<file path="src/rtl/usks_pkg.sv">
// Shared types, key codes and digit helpers for the keystroke sequencer.
package usks_pkg;

    localparam int QUEUE_DEPTH = 2;
    localparam int CP_BITS     = 21;
    localparam int DEC_DIGITS  = 7;
    localparam int MAX_DIGITS  = 8;

    localparam logic [2:0] MOD_NONE  = 3'b000;
    localparam logic [2:0] MOD_CTRL  = 3'b001;
    localparam logic [2:0] MOD_SHIFT = 3'b010;
    localparam logic [2:0] MOD_ALT   = 3'b100;

    localparam logic [7:0] KEY_NONE       = 8'h00;
    localparam logic [7:0] KEY_U          = 8'h18;
    localparam logic [7:0] KEY_ENTER      = 8'h28;
    localparam logic [7:0] KEY_KP_PLUS    = 8'h57;
    localparam logic [7:0] KEY_KP_ZERO    = 8'h62;
    localparam logic [7:0] KEY_ZERO       = 8'h27;
    localparam logic [7:0] KEY_DIGIT_BASE = 8'h1D;
    localparam logic [7:0] KEY_KP_BASE    = 8'h58;
    localparam logic [7:0] LETTER_OFFSET  = 8'h06;

    localparam logic [20:0] CP_PLANE1  = 21'h10000;
    localparam logic [5:0]  SURR_HI_TAG = 6'b110110;
    localparam logic [5:0]  SURR_LO_TAG = 6'b110111;

    typedef enum logic [1:0] {
        METH_UNIX    = 2'd0,
        METH_WIN_DEC = 2'd1,
        METH_WIN_HEX = 2'd2,
        METH_MAC     = 2'd3
    } t_method;

    typedef enum logic [1:0] {
        F_IDLE,
        F_CONV,
        F_PUSH
    } t_front_state;

    typedef enum logic [1:0] {
        B_IDLE,
        B_PRE,
        B_DIG,
        B_TAIL
    } t_back_state;

    typedef struct packed {
        t_method     meth;
        logic [31:0] digs;
        logic [3:0]  ndig;
    } t_entry;

    typedef struct packed {
        logic full;
        logic empty;
    } t_q_stat;

    function automatic logic [7:0] digit_key(input logic [3:0] d, input logic keypad);
        logic [7:0] dz;
        logic [7:0] k;
        dz = {4'b0000, d};
        if (d >= 4'd10) begin
            k = dz - LETTER_OFFSET;
        end else if (d == 4'd0) begin
            k = keypad ? KEY_KP_ZERO : KEY_ZERO;
        end else begin
            k = dz + (keypad ? KEY_KP_BASE : KEY_DIGIT_BASE);
        end
        return k;
    endfunction

    // Significant digit count, at least one.
    function automatic logic [3:0] digit_count(input logic [31:0] digs);
        logic [3:0] n;
        n = 4'd1;
        for (int i = 1; i < MAX_DIGITS; i++) begin
            if (digs[i*4 +: 4] != 4'h0) begin
                n = 4'(i + 1);
            end
        end
        return n;
    endfunction

endpackage

</file>
<file path="src/rtl/unicode_keystroke_sequencer_unit.sv">
// Top level of the code point to keyboard report sequencer.
//
//  channel  | direction | handshake                  | payload
//  ---------+-----------+----------------------------+---------------------------------
//  config   | in        | i_cfg_wr_en                | i_cfg_wr_data (input method)
//  input    | in        | i_in_valid / o_in_stall    | i_code_point
//  output   | out       | o_out_valid / i_out_stall  | o_modifier_bits, o_key_code,
//           |           |                            | o_last_report
//
// Unless the output stalls, the back end emits one report a cycle: prefix, 2 or 3 per digit,
// tail; 27 at most. The front end takes a word, then pushes it into the queue for the hex
// methods, or after a binary to BCD conversion for the decimal method.
// A two-entry queue lets the front end convert the next word while reports play out.
// Reset is synchronous, active low, and clears control state only.
// An output stall holds the report register and the back end; the front end stalls
// its input from the accepting edge until the word is pushed into the queue.
module unicode_keystroke_sequencer_unit #(
    parameter int QUEUE_DEPTH = usks_pkg::QUEUE_DEPTH
) (
    input  logic        i_clk,
    input  logic        i_rst_n,
    input  logic        i_cfg_wr_en,
    input  logic [1:0]  i_cfg_wr_data,
    input  logic        i_in_valid,
    output logic        o_in_stall,
    input  logic [20:0] i_code_point,
    output logic        o_out_valid,
    input  logic        i_out_stall,
    output logic [2:0]  o_modifier_bits,
    output logic [7:0]  o_key_code,
    output logic        o_last_report
);

    usks_pkg::t_method  r_method;
    usks_pkg::t_entry   push_entry;
    usks_pkg::t_entry   head_entry;
    usks_pkg::t_q_stat  q_stat;
    logic               q_push;
    logic               q_pop;

    always_ff @(posedge i_clk) begin
        if (!i_rst_n) begin
            r_method <= usks_pkg::METH_UNIX;
        end else if (i_cfg_wr_en) begin
            r_method <= usks_pkg::t_method'(i_cfg_wr_data);
        end
    end

    usks_front u_front (
        .i_clk        (i_clk),
        .i_rst_n      (i_rst_n),
        .i_method     (r_method),
        .i_in_valid   (i_in_valid),
        .o_in_stall   (o_in_stall),
        .i_code_point (i_code_point),
        .o_push       (q_push),
        .o_entry      (push_entry),
        .i_q_stat     (q_stat)
    );

    usks_queue #(
        .DEPTH (QUEUE_DEPTH)
    ) u_queue (
        .i_clk   (i_clk),
        .i_rst_n (i_rst_n),
        .i_push  (q_push),
        .i_entry (push_entry),
        .i_pop   (q_pop),
        .o_entry (head_entry),
        .o_stat  (q_stat)
    );

    usks_back u_back (
        .i_clk           (i_clk),
        .i_rst_n         (i_rst_n),
        .i_entry         (head_entry),
        .i_q_stat        (q_stat),
        .o_pop           (q_pop),
        .o_out_valid     (o_out_valid),
        .i_out_stall     (i_out_stall),
        .o_modifier_bits (o_modifier_bits),
        .o_key_code      (o_key_code),
        .o_last_report   (o_last_report)
    );

    a_no_overflow: assert property (@(posedge i_clk) disable iff (!i_rst_n)
        q_push |-> !q_stat.full)
        else $error("queue push while full");

    a_no_underflow: assert property (@(posedge i_clk) disable iff (!i_rst_n)
        q_pop |-> !q_stat.empty)
        else $error("queue pop while empty");

    a_last_is_clear: assert property (@(posedge i_clk) disable iff (!i_rst_n)
        (o_out_valid && o_last_report) |-> (o_modifier_bits == 3'd0 && o_key_code == 8'd0))
        else $error("final report not cleared");

endmodule

</file>
<file path="src/rtl/usks_front.sv">
// Front end: accepts a code point and turns it into a digit string for the queue.
module usks_front (
    input  logic                     i_clk,
    input  logic                     i_rst_n,
    input  usks_pkg::t_method        i_method,
    input  logic                     i_in_valid,
    output logic                     o_in_stall,
    input  logic [20:0]              i_code_point,
    output logic                     o_push,
    output usks_pkg::t_entry         o_entry,
    input  usks_pkg::t_q_stat        i_q_stat
);

    localparam int BCD_W = usks_pkg::DEC_DIGITS * 4;

    usks_pkg::t_front_state r_state, n_state;
    usks_pkg::t_method      r_meth;
    logic [20:0]            r_cp;
    logic [BCD_W-1:0]       r_bcd;
    logic [BCD_W-1:0]       adj;
    logic [4:0]             r_cnt;
    logic                   accept;
    logic                   conv_done;
    logic [20:0]            cp_off;

    assign accept    = i_in_valid && !o_in_stall;
    assign conv_done = (r_cnt == 5'(usks_pkg::CP_BITS - 1));

    always_comb begin
        n_state = r_state;
        unique case (r_state)
            usks_pkg::F_IDLE: begin
                if (i_in_valid) begin
                    n_state = (i_method == usks_pkg::METH_WIN_DEC) ? usks_pkg::F_CONV
                                                                  : usks_pkg::F_PUSH;
                end
            end
            usks_pkg::F_CONV: begin
                if (conv_done) n_state = usks_pkg::F_PUSH;
            end
            usks_pkg::F_PUSH: begin
                if (!i_q_stat.full) n_state = usks_pkg::F_IDLE;
            end
            default: n_state = usks_pkg::F_IDLE;
        endcase
    end

    always_comb begin
        o_in_stall = (r_state != usks_pkg::F_IDLE);
        o_push     = (r_state == usks_pkg::F_PUSH) && !i_q_stat.full;
    end

    // Shift-and-add-3 binary to BCD, one bit a cycle.
    always_comb begin
        for (int i = 0; i < usks_pkg::DEC_DIGITS; i++) begin
            adj[i*4 +: 4] = (r_bcd[i*4 +: 4] >= 4'd5) ? (r_bcd[i*4 +: 4] + 4'd3)
                                                      : r_bcd[i*4 +: 4];
        end
    end

    always_comb begin
        cp_off        = r_cp - usks_pkg::CP_PLANE1;
        o_entry.meth  = r_meth;
        o_entry.digs  = {11'b0, r_cp};
        o_entry.ndig  = usks_pkg::digit_count({11'b0, r_cp});
        unique case (r_meth)
            usks_pkg::METH_WIN_DEC: begin
                o_entry.digs = {4'b0000, r_bcd};
                o_entry.ndig = usks_pkg::digit_count({4'b0000, r_bcd});
            end
            usks_pkg::METH_MAC: begin
                if (r_cp < usks_pkg::CP_PLANE1) begin
                    o_entry.digs = {16'b0, r_cp[15:0]};
                    o_entry.ndig = 4'd4;
                end else begin
                    o_entry.digs = {usks_pkg::SURR_HI_TAG, cp_off[19:10],
                                    usks_pkg::SURR_LO_TAG, cp_off[9:0]};
                    o_entry.ndig = 4'd8;
                end
            end
            default: begin
                o_entry.digs = {11'b0, r_cp};
                o_entry.ndig = usks_pkg::digit_count({11'b0, r_cp});
            end
        endcase
    end

    always_ff @(posedge i_clk) begin
        if (!i_rst_n) begin
            r_state <= usks_pkg::F_IDLE;
        end else begin
            r_state <= n_state;
        end
    end

    always_ff @(posedge i_clk) begin
        if (accept) begin
            r_cp   <= i_code_point;
            r_meth <= i_method;
            r_bcd  <= '0;
            r_cnt  <= '0;
        end else if (r_state == usks_pkg::F_CONV) begin
            r_bcd <= {adj[BCD_W-2:0], r_cp[20]};
            r_cp  <= {r_cp[19:0], 1'b0};
            r_cnt <= r_cnt + 5'd1;
        end
    end

endmodule

</file>
<file path="src/rtl/usks_queue.sv">
// Short queue of digit strings between front and back end.
module usks_queue #(
    parameter int DEPTH = usks_pkg::QUEUE_DEPTH
) (
    input  logic              i_clk,
    input  logic              i_rst_n,
    input  logic              i_push,
    input  usks_pkg::t_entry  i_entry,
    input  logic              i_pop,
    output usks_pkg::t_entry  o_entry,
    output usks_pkg::t_q_stat o_stat
);

    localparam int PTR_W = $clog2(DEPTH);
    localparam int CNT_W = $clog2(DEPTH + 1);

    usks_pkg::t_entry r_mem [DEPTH];
    logic [PTR_W-1:0] r_wr_ptr;
    logic [PTR_W-1:0] r_rd_ptr;
    logic [CNT_W-1:0] r_count;

    function automatic logic [PTR_W-1:0] wrap_inc(input logic [PTR_W-1:0] p);
        return (p == PTR_W'(DEPTH - 1)) ? '0 : p + PTR_W'(1);
    endfunction

    assign o_entry      = r_mem[r_rd_ptr];
    assign o_stat.full  = (r_count == CNT_W'(DEPTH));
    assign o_stat.empty = (r_count == '0);

    always_ff @(posedge i_clk) begin
        if (!i_rst_n) begin
            r_wr_ptr <= '0;
            r_rd_ptr <= '0;
            r_count  <= '0;
        end else begin
            if (i_push) r_wr_ptr <= wrap_inc(r_wr_ptr);
            if (i_pop)  r_rd_ptr <= wrap_inc(r_rd_ptr);
            if (i_push && !i_pop) begin
                r_count <= r_count + CNT_W'(1);
            end else if (i_pop && !i_push) begin
                r_count <= r_count - CNT_W'(1);
            end
        end
    end

    always_ff @(posedge i_clk) begin
        if (i_push) r_mem[r_wr_ptr] <= i_entry;
    end

endmodule

</file>
<file path="src/rtl/usks_back.sv">
// Back end: plays one digit string out as a run of keyboard reports.
module usks_back (
    input  logic              i_clk,
    input  logic              i_rst_n,
    input  usks_pkg::t_entry  i_entry,
    input  usks_pkg::t_q_stat i_q_stat,
    output logic              o_pop,
    output logic              o_out_valid,
    input  logic              i_out_stall,
    output logic [2:0]        o_modifier_bits,
    output logic [7:0]        o_key_code,
    output logic              o_last_report
);

    usks_pkg::t_back_state r_state, n_state;
    usks_pkg::t_method     r_meth;
    logic [31:0]           r_digs;
    logic [2:0]            r_didx, n_didx;
    logic [2:0]            r_step, n_step;
    logic [1:0]            r_sub, n_sub;
    logic                  r_ovalid;
    logic [2:0]            r_mod;
    logic [7:0]            r_key;
    logic                  r_last;

    logic                  adv;
    logic [2:0]            rep_mod;
    logic [7:0]            rep_key;
    logic                  rep_last;
    logic [2:0]            pre_last;
    logic [1:0]            dig_last;
    logic [2:0]            dig_mod;
    logic [7:0]            dig_key;
    logic                  keypad;

    assign adv    = (r_state != usks_pkg::B_IDLE) && (!r_ovalid || !i_out_stall);
    assign o_pop  = (r_state == usks_pkg::B_IDLE) && !i_q_stat.empty;
    assign keypad = (r_meth == usks_pkg::METH_WIN_DEC) || (r_meth == usks_pkg::METH_WIN_HEX);
    assign dig_key = usks_pkg::digit_key(r_digs[{r_didx, 2'b00} +: 4], keypad);

    always_comb begin
        pre_last = 3'd3;
        dig_last = 2'd2;
        dig_mod  = usks_pkg::MOD_ALT;
        unique case (r_meth)
            usks_pkg::METH_UNIX: begin
                pre_last = 3'd6;
                dig_mod  = usks_pkg::MOD_NONE;
            end
            usks_pkg::METH_WIN_DEC: dig_last = 2'd1;
            usks_pkg::METH_MAC:     pre_last = 3'd1;
            default: pre_last = 3'd3;
        endcase
    end

    // Report for the current step.
    always_comb begin
        rep_mod  = usks_pkg::MOD_NONE;
        rep_key  = usks_pkg::KEY_NONE;
        rep_last = 1'b0;
        unique case (r_state)
            usks_pkg::B_PRE: begin
                if (r_meth == usks_pkg::METH_UNIX) begin
                    case (r_step)
                        3'd1, 3'd5: rep_mod = usks_pkg::MOD_CTRL;
                        3'd2, 3'd4: rep_mod = usks_pkg::MOD_CTRL | usks_pkg::MOD_SHIFT;
                        3'd3: begin
                            rep_mod = usks_pkg::MOD_CTRL | usks_pkg::MOD_SHIFT;
                            rep_key = usks_pkg::KEY_U;
                        end
                        default: rep_mod = usks_pkg::MOD_NONE;
                    endcase
                end else if (r_step != 3'd0) begin
                    rep_mod = usks_pkg::MOD_ALT;
                    if (r_step == 3'd2) begin
                        rep_key = (r_meth == usks_pkg::METH_WIN_DEC) ? usks_pkg::KEY_KP_ZERO
                                                                     : usks_pkg::KEY_KP_PLUS;
                    end
                end
            end
            usks_pkg::B_DIG: begin
                rep_mod = dig_mod;
                // decimal digits skip the leading modifier report
                if (r_meth == usks_pkg::METH_WIN_DEC) begin
                    if (r_sub == 2'd0) rep_key = dig_key;
                end else if (r_sub == 2'd1) begin
                    rep_key = dig_key;
                end
            end
            usks_pkg::B_TAIL: begin
                if (r_meth == usks_pkg::METH_UNIX && r_step == 3'd0) begin
                    rep_key = usks_pkg::KEY_ENTER;
                end else begin
                    rep_last = 1'b1;
                end
            end
            default: rep_last = 1'b0;
        endcase
    end

    always_comb begin
        n_state = r_state;
        n_step  = r_step;
        n_sub   = r_sub;
        n_didx  = r_didx;
        unique case (r_state)
            usks_pkg::B_IDLE: begin
                if (!i_q_stat.empty) begin
                    n_state = usks_pkg::B_PRE;
                    n_step  = 3'd0;
                    n_sub   = 2'd0;
                    n_didx  = 3'(i_entry.ndig - 4'd1);
                end
            end
            usks_pkg::B_PRE: begin
                if (adv) begin
                    if (r_step == pre_last) begin
                        n_state = usks_pkg::B_DIG;
                        n_sub   = 2'd0;
                    end else begin
                        n_step = r_step + 3'd1;
                    end
                end
            end
            usks_pkg::B_DIG: begin
                if (adv) begin
                    if (r_sub == dig_last) begin
                        n_sub = 2'd0;
                        if (r_didx == 3'd0) begin
                            n_state = usks_pkg::B_TAIL;
                            n_step  = 3'd0;
                        end else begin
                            n_didx = r_didx - 3'd1;
                        end
                    end else begin
                        n_sub = r_sub + 2'd1;
                    end
                end
            end
            usks_pkg::B_TAIL: begin
                if (adv) begin
                    if (rep_last) n_state = usks_pkg::B_IDLE;
                    else          n_step  = r_step + 3'd1;
                end
            end
            default: n_state = usks_pkg::B_IDLE;
        endcase
    end

    always_ff @(posedge i_clk) begin
        if (!i_rst_n) begin
            r_state  <= usks_pkg::B_IDLE;
            r_step   <= '0;
            r_sub    <= '0;
            r_didx   <= '0;
            r_ovalid <= 1'b0;
        end else begin
            r_state <= n_state;
            r_step  <= n_step;
            r_sub   <= n_sub;
            r_didx  <= n_didx;
            if (adv) begin
                r_ovalid <= 1'b1;
            end else if (!i_out_stall) begin
                r_ovalid <= 1'b0;
            end
        end
    end

    always_ff @(posedge i_clk) begin
        if (o_pop) begin
            r_meth <= i_entry.meth;
            r_digs <= i_entry.digs;
        end
        if (adv) begin
            r_mod  <= rep_mod;
            r_key  <= rep_key;
            r_last <= rep_last;
        end
    end

    assign o_out_valid     = r_ovalid;
    assign o_modifier_bits = r_mod;
    assign o_key_code      = r_key;
    assign o_last_report   = r_last;

endmodule
</file>
<file path="config.mk">
export PLATFORM = sky130hd
export DESIGN_NAME = unicode_keystroke_sequencer_unit
export DESIGN_NICKNAME = d
export VERILOG_FILES = /design/src/rtl/usks_pkg.sv /design/src/rtl/unicode_keystroke_sequencer_unit.sv /design/src/rtl/usks_front.sv /design/src/rtl/usks_queue.sv /design/src/rtl/usks_back.sv
export SDC_FILE = /design/constraint.sdc
export NUM_CORES = 1
export LEC_CHECK = 0
export ABC_AREA = 0
export BUFFER_PORTS_ARGS = -buffer_cell sky130_fd_sc_hd__buf_4
export CORE_MARGIN = 2
export CORE_UTILIZATION = 30
export CTS_BUF_LIST = sky130_fd_sc_hd__clkbuf_4 sky130_fd_sc_hd__clkbuf_8
export DETAILED_ROUTE_END_ITERATION = 8
export GPL_ROUTABILITY_DRIVEN = 0
export PLACE_DENSITY = 0.55
export SKIP_LAST_GASP = 1
export SLEW_MARGIN = 10
export SYNTH_ARGS = -nofsm -noshare
export SYNTH_HDL_FRONTEND = slang
export SYNTH_SLANG_ARGS = --single-unit
export TNS_END_PERCENT = 1
</file>
<file path="constraint.sdc">
create_clock -name i_clk -period 3.8 [get_ports i_clk]
set_input_delay 0.19 -clock i_clk [delete_from_list [all_inputs] [get_ports i_clk]]
set_output_delay 0.19 -clock i_clk [all_outputs]
set_load 0.01 [all_outputs]
</file>
==> results.cfg <==
[cells_and_area]
fin_cells = 1231
drive_above_1_share_pct = 17.2
seq_area_um2 = 5080
fin_nets = 895
fillers = 2938
final_area_um2 = 10200
multi_input_area_um2 = 3590
n_antenna_cell = 0
syn2layout_area_growth_pct = 13.5

[clocking]
cts_hold_buf = 8
ctsResizeCount = 0
cts_root_buf = clkbuf_8
path_clk_slew_ns = 0.10
numCtsBuffers = 17
cts_setup_buffers = 0
clock_latency_ns = 0.47
cts.path.max_buffers = 2
cts_tree = done
clock_sinks = 187
htreeDepth = 4

[hold_path]
hold_class = input pin to flop

[worst_setup_path]
critPathRequiredTime_ns = 3.99
crit_path_frequent_cell = ha_1
reg2reg_slack_ns = 0.86
critical_path_arrival_ns = 3.12
cp_max_fo = 16
worst-path-buf-inv = 0
crit_chain = mux4_2 -> mux2_4 -> ha_1 -> ha_1 -> xor2_1 -> or2_2 -> o221ai_1 -> a221oi_1
cp_slowest_cell = dfxtp_1
start_kind = flop
worst-setup-path-type = flop to flop
cpPeakStageDelay_ns = 0.77
critPathTopFamily = flip-flops
crit_path_end_kind = flop

[synthesis]
synth_mux_area_share_pct = 9.68
yosysWarnings = 0
yosysSeqAreaShare_pct = 56.7
synth_xor_area_share_pct = 2.44
yosys.area_share.simple_pct = 12.2
synthFlopType = edfxtp_1
synthArstFlopShare_pct = 0
synth_top_family_by_area = simple AND/OR/NAND/NOR gates
synthAdderAreaFrac_pct = 5.30
syn-instance-count = 783
synth_edf_count = 134
syn_avg_cell_area_um2 = 11.5
synth_cell_types = 67
synth_area_um2 = 8970
ys_ff_latch = 187
syn_nets = 849
synth_compound_area_share_pct = 10.3

[detailed_routing]
firstDrtPassIters = 4
drt_iter0_markers = 434
vias = 5796
drc = 0
ant_nets = 0
wl_per_cell_um = 15.0
wl_mm = 18.5
viasPerCell = 4.71

[sta]
hold-worst-slack_ns = 0.0327
fin_skew_ns = 0.0244
fin_setup_tns_ns = 0
fin_crit_ns = 2.94
slew_viol_final = 0
slew_headroom_pct = 28.4
finalSetupViolCount = 0
hold_violations = 0
worst_pin_slew_ns = 1.07
rsz0062_at_grt = false
min_period_over_period_pct = 77.2
max_freq_mhz = 341

[power]
p_comb_share_pct = 33.2
power.share.clock_pct = 20.1
leakagePower_nw = 3.60
p_switching_mw = 2.13
seq_power_share_pct = 46.7
worst_ir_drop_vdd_mv = 0.248
netSwitchingFraction_pct = 34.3
power_density_nw_per_um2 = 611
power_mw = 6.22
intPower_mw = 4.08

[floorplan]
core_area_um2 = 29600
dieArea_um2 = 31300
start_util_pct = 30.3
io_pins = 42
fp.dieW_um = 177
die_y_um = 177
rows = 63

[global_route]
grt_usage_pct = 12.3
antenna_found_initial = 0
grt.overflow.total = 0
grt_pass1_wl_mm = 29.7
grt_pass1_vias = 5566
grt_max_degree = 42

[placement]
placed_cell_area_um2 = 9710
hpwl_mm = 13.0
dp_cells = 1189
io_buffers = 41

[run_status]
status = finished, final reports clean

[run]
maxCapViolCount = 0
[final cells by class]
| cell class | instances | area share (%) |
|---|---|---|
| Clock buffer | 18 | 2.37 |
| Multi-Input combinational cell | 520 | 35.3 |
| Tap cell | 390 | 4.79 |
| Inverter | 39 | 1.44 |
| Timing Repair Buffer | 64 | 4.99 |
| Sequential cell | 187 | 49.9 |
| Clock inverter | 13 | 1.17 |
[per-layer routing]
metal  vias to the layer above  GRT usage [%]  routed length (um)
met4                         0           3.17                 142
met2                        76           19.7                8610
met5                         -              0                   0
li1                       2920              -                   -
met3                        13           2.43                 521
met1                      2787           16.9                9230
[final timing paths]
check / cells past startpoint / startpoint / to
min: 2 / i_code_point[1] / u_front.r_cp[1]
max reg2reg: 8 / u_back.r_didx[2] / u_back.o_key_code[2]
min reg2reg: 2 / u_front.r_bcd[25] / u_front.r_bcd[25]
max: 8 / u_back.r_didx[2] / u_back.o_key_code[2]
[worst register-to-register path: cells and delay by family, from the launching register on]
family / cells / cell delay, ns
simple gates: 1 / 0.28
mux: 2 / 0.72
fa+ha+maj: 2 / 0.45
xor+xnor: 1 / 0.18
flops: 1 / 0.77
compound gates: 2 / 0.27
[stage by stage]
| step | util (%) | setup slack, ns |
|---|---|---|
| after global placement | 32.9 | 0.918 |
| after global routing | 34.4 | 0.634 |
| after detailed placement | 32.9 | 0.882 |
| after floorplan | - | 0.957 |
| final | 34.4 | 0.865 |
| after CTS | 34.3 | 0.844 |
[power by group through the flow]
stage                     clock network, mW  logic (mW)  registers [mW]
after detailed placement                  0        2.06            2.96
after global routing                   1.38        2.33            2.95
after CTS                              1.29        2.09            2.92
after floorplan                           0        1.60            2.84
final                                  1.25        2.06            2.90
after global placement                    0        2.06            2.96
[flip-flops by register name, summed over array words and instances, names as in the netlist, 3 cells and up, named ones only]
name                    count
u_back.o_key_code           8
u_front.r_cp               21
u_front.r_cnt               5
u_queue.r_mem              68
u_back.r_step               3
u_back.r_didx               3
u_back.o_modifier_bits      3
u_front.r_bcd              28
u_back.r_digs              29
[synth_stat cells, drive strengths merged (3+ instances only)]
cell type  count  share of area (%)
edfxtp       134                 45
nand2         89                3.7
nor2          56                2.3
dfxtp         53                 12
mux2          52                6.6
a21oi         43                2.4
inv           39                1.6
o21ai         39                2.2
ha            38                5.3
clkbuf        28                1.2
mux2i         23                2.6
o22ai         18                1.4
nand3         16               0.89
xor2          14                1.4
nand2b        13               0.91
xnor2         11                1.1
buf            9               0.57
nor2b          9               0.63
nor3           9               0.56
nor3b          8               0.67
a31oi          6               0.42
o32ai          6               0.59
and3           5               0.35
or4            5               0.42
a22o           4               0.39
and2           4               0.28
nand4          3               0.21
o31ai          3               0.25
or2            3               0.21
or3            3               0.21
[cell families (layout without fill, tap and decap cells)]
logic type | Yosys count | after routing
and+or+nand+nor | 232 | 232
DFF | 187 | 187
AOI/OAI and AO/OA | 147 | 147
muxes | 77 | 77
buffers and inverters | 76 | 134
adders and majority gates | 38 | 38
xor gates and xnor gates | 25 | 25
other | 1 | 1
[cell usage in the layout (no fill, tap or decap), types with 3 or more instances in the layout]
cell           netlist  layout
inv_1               39      39
or4_1                5       5
and2_1               4       4
buf_4                0      53
nand4_1              3       3
edfxtp_1           134     134
nand3_1             16      16
or3_1                3       3
nor2b_1              9       8
a31oi_1              6       6
dlygate4sd3_1        0      11
a22o_1               4       4
nor3b_1              8       8
and3_1               5       5
or2_2                3       3
nand2b_1            13      13
nor2_1              56      55
o22ai_1             17      17
nor3_1               8       8
dfxtp_1             53      53
o32ai_1              6       6
inv_6                0       3
clkinvlp_4           0       6
nand2_1             89      89
mux2_2              50      50
a21oi_1             43      43
ha_1                38      38
clkbuf_8             0      17
o21ai_0             38      37
xnor2_1             11      11
mux2i_1             23      23
xor2_1              14      14
o31ai_1              3       3
Power figures use the tool's default switching activity.
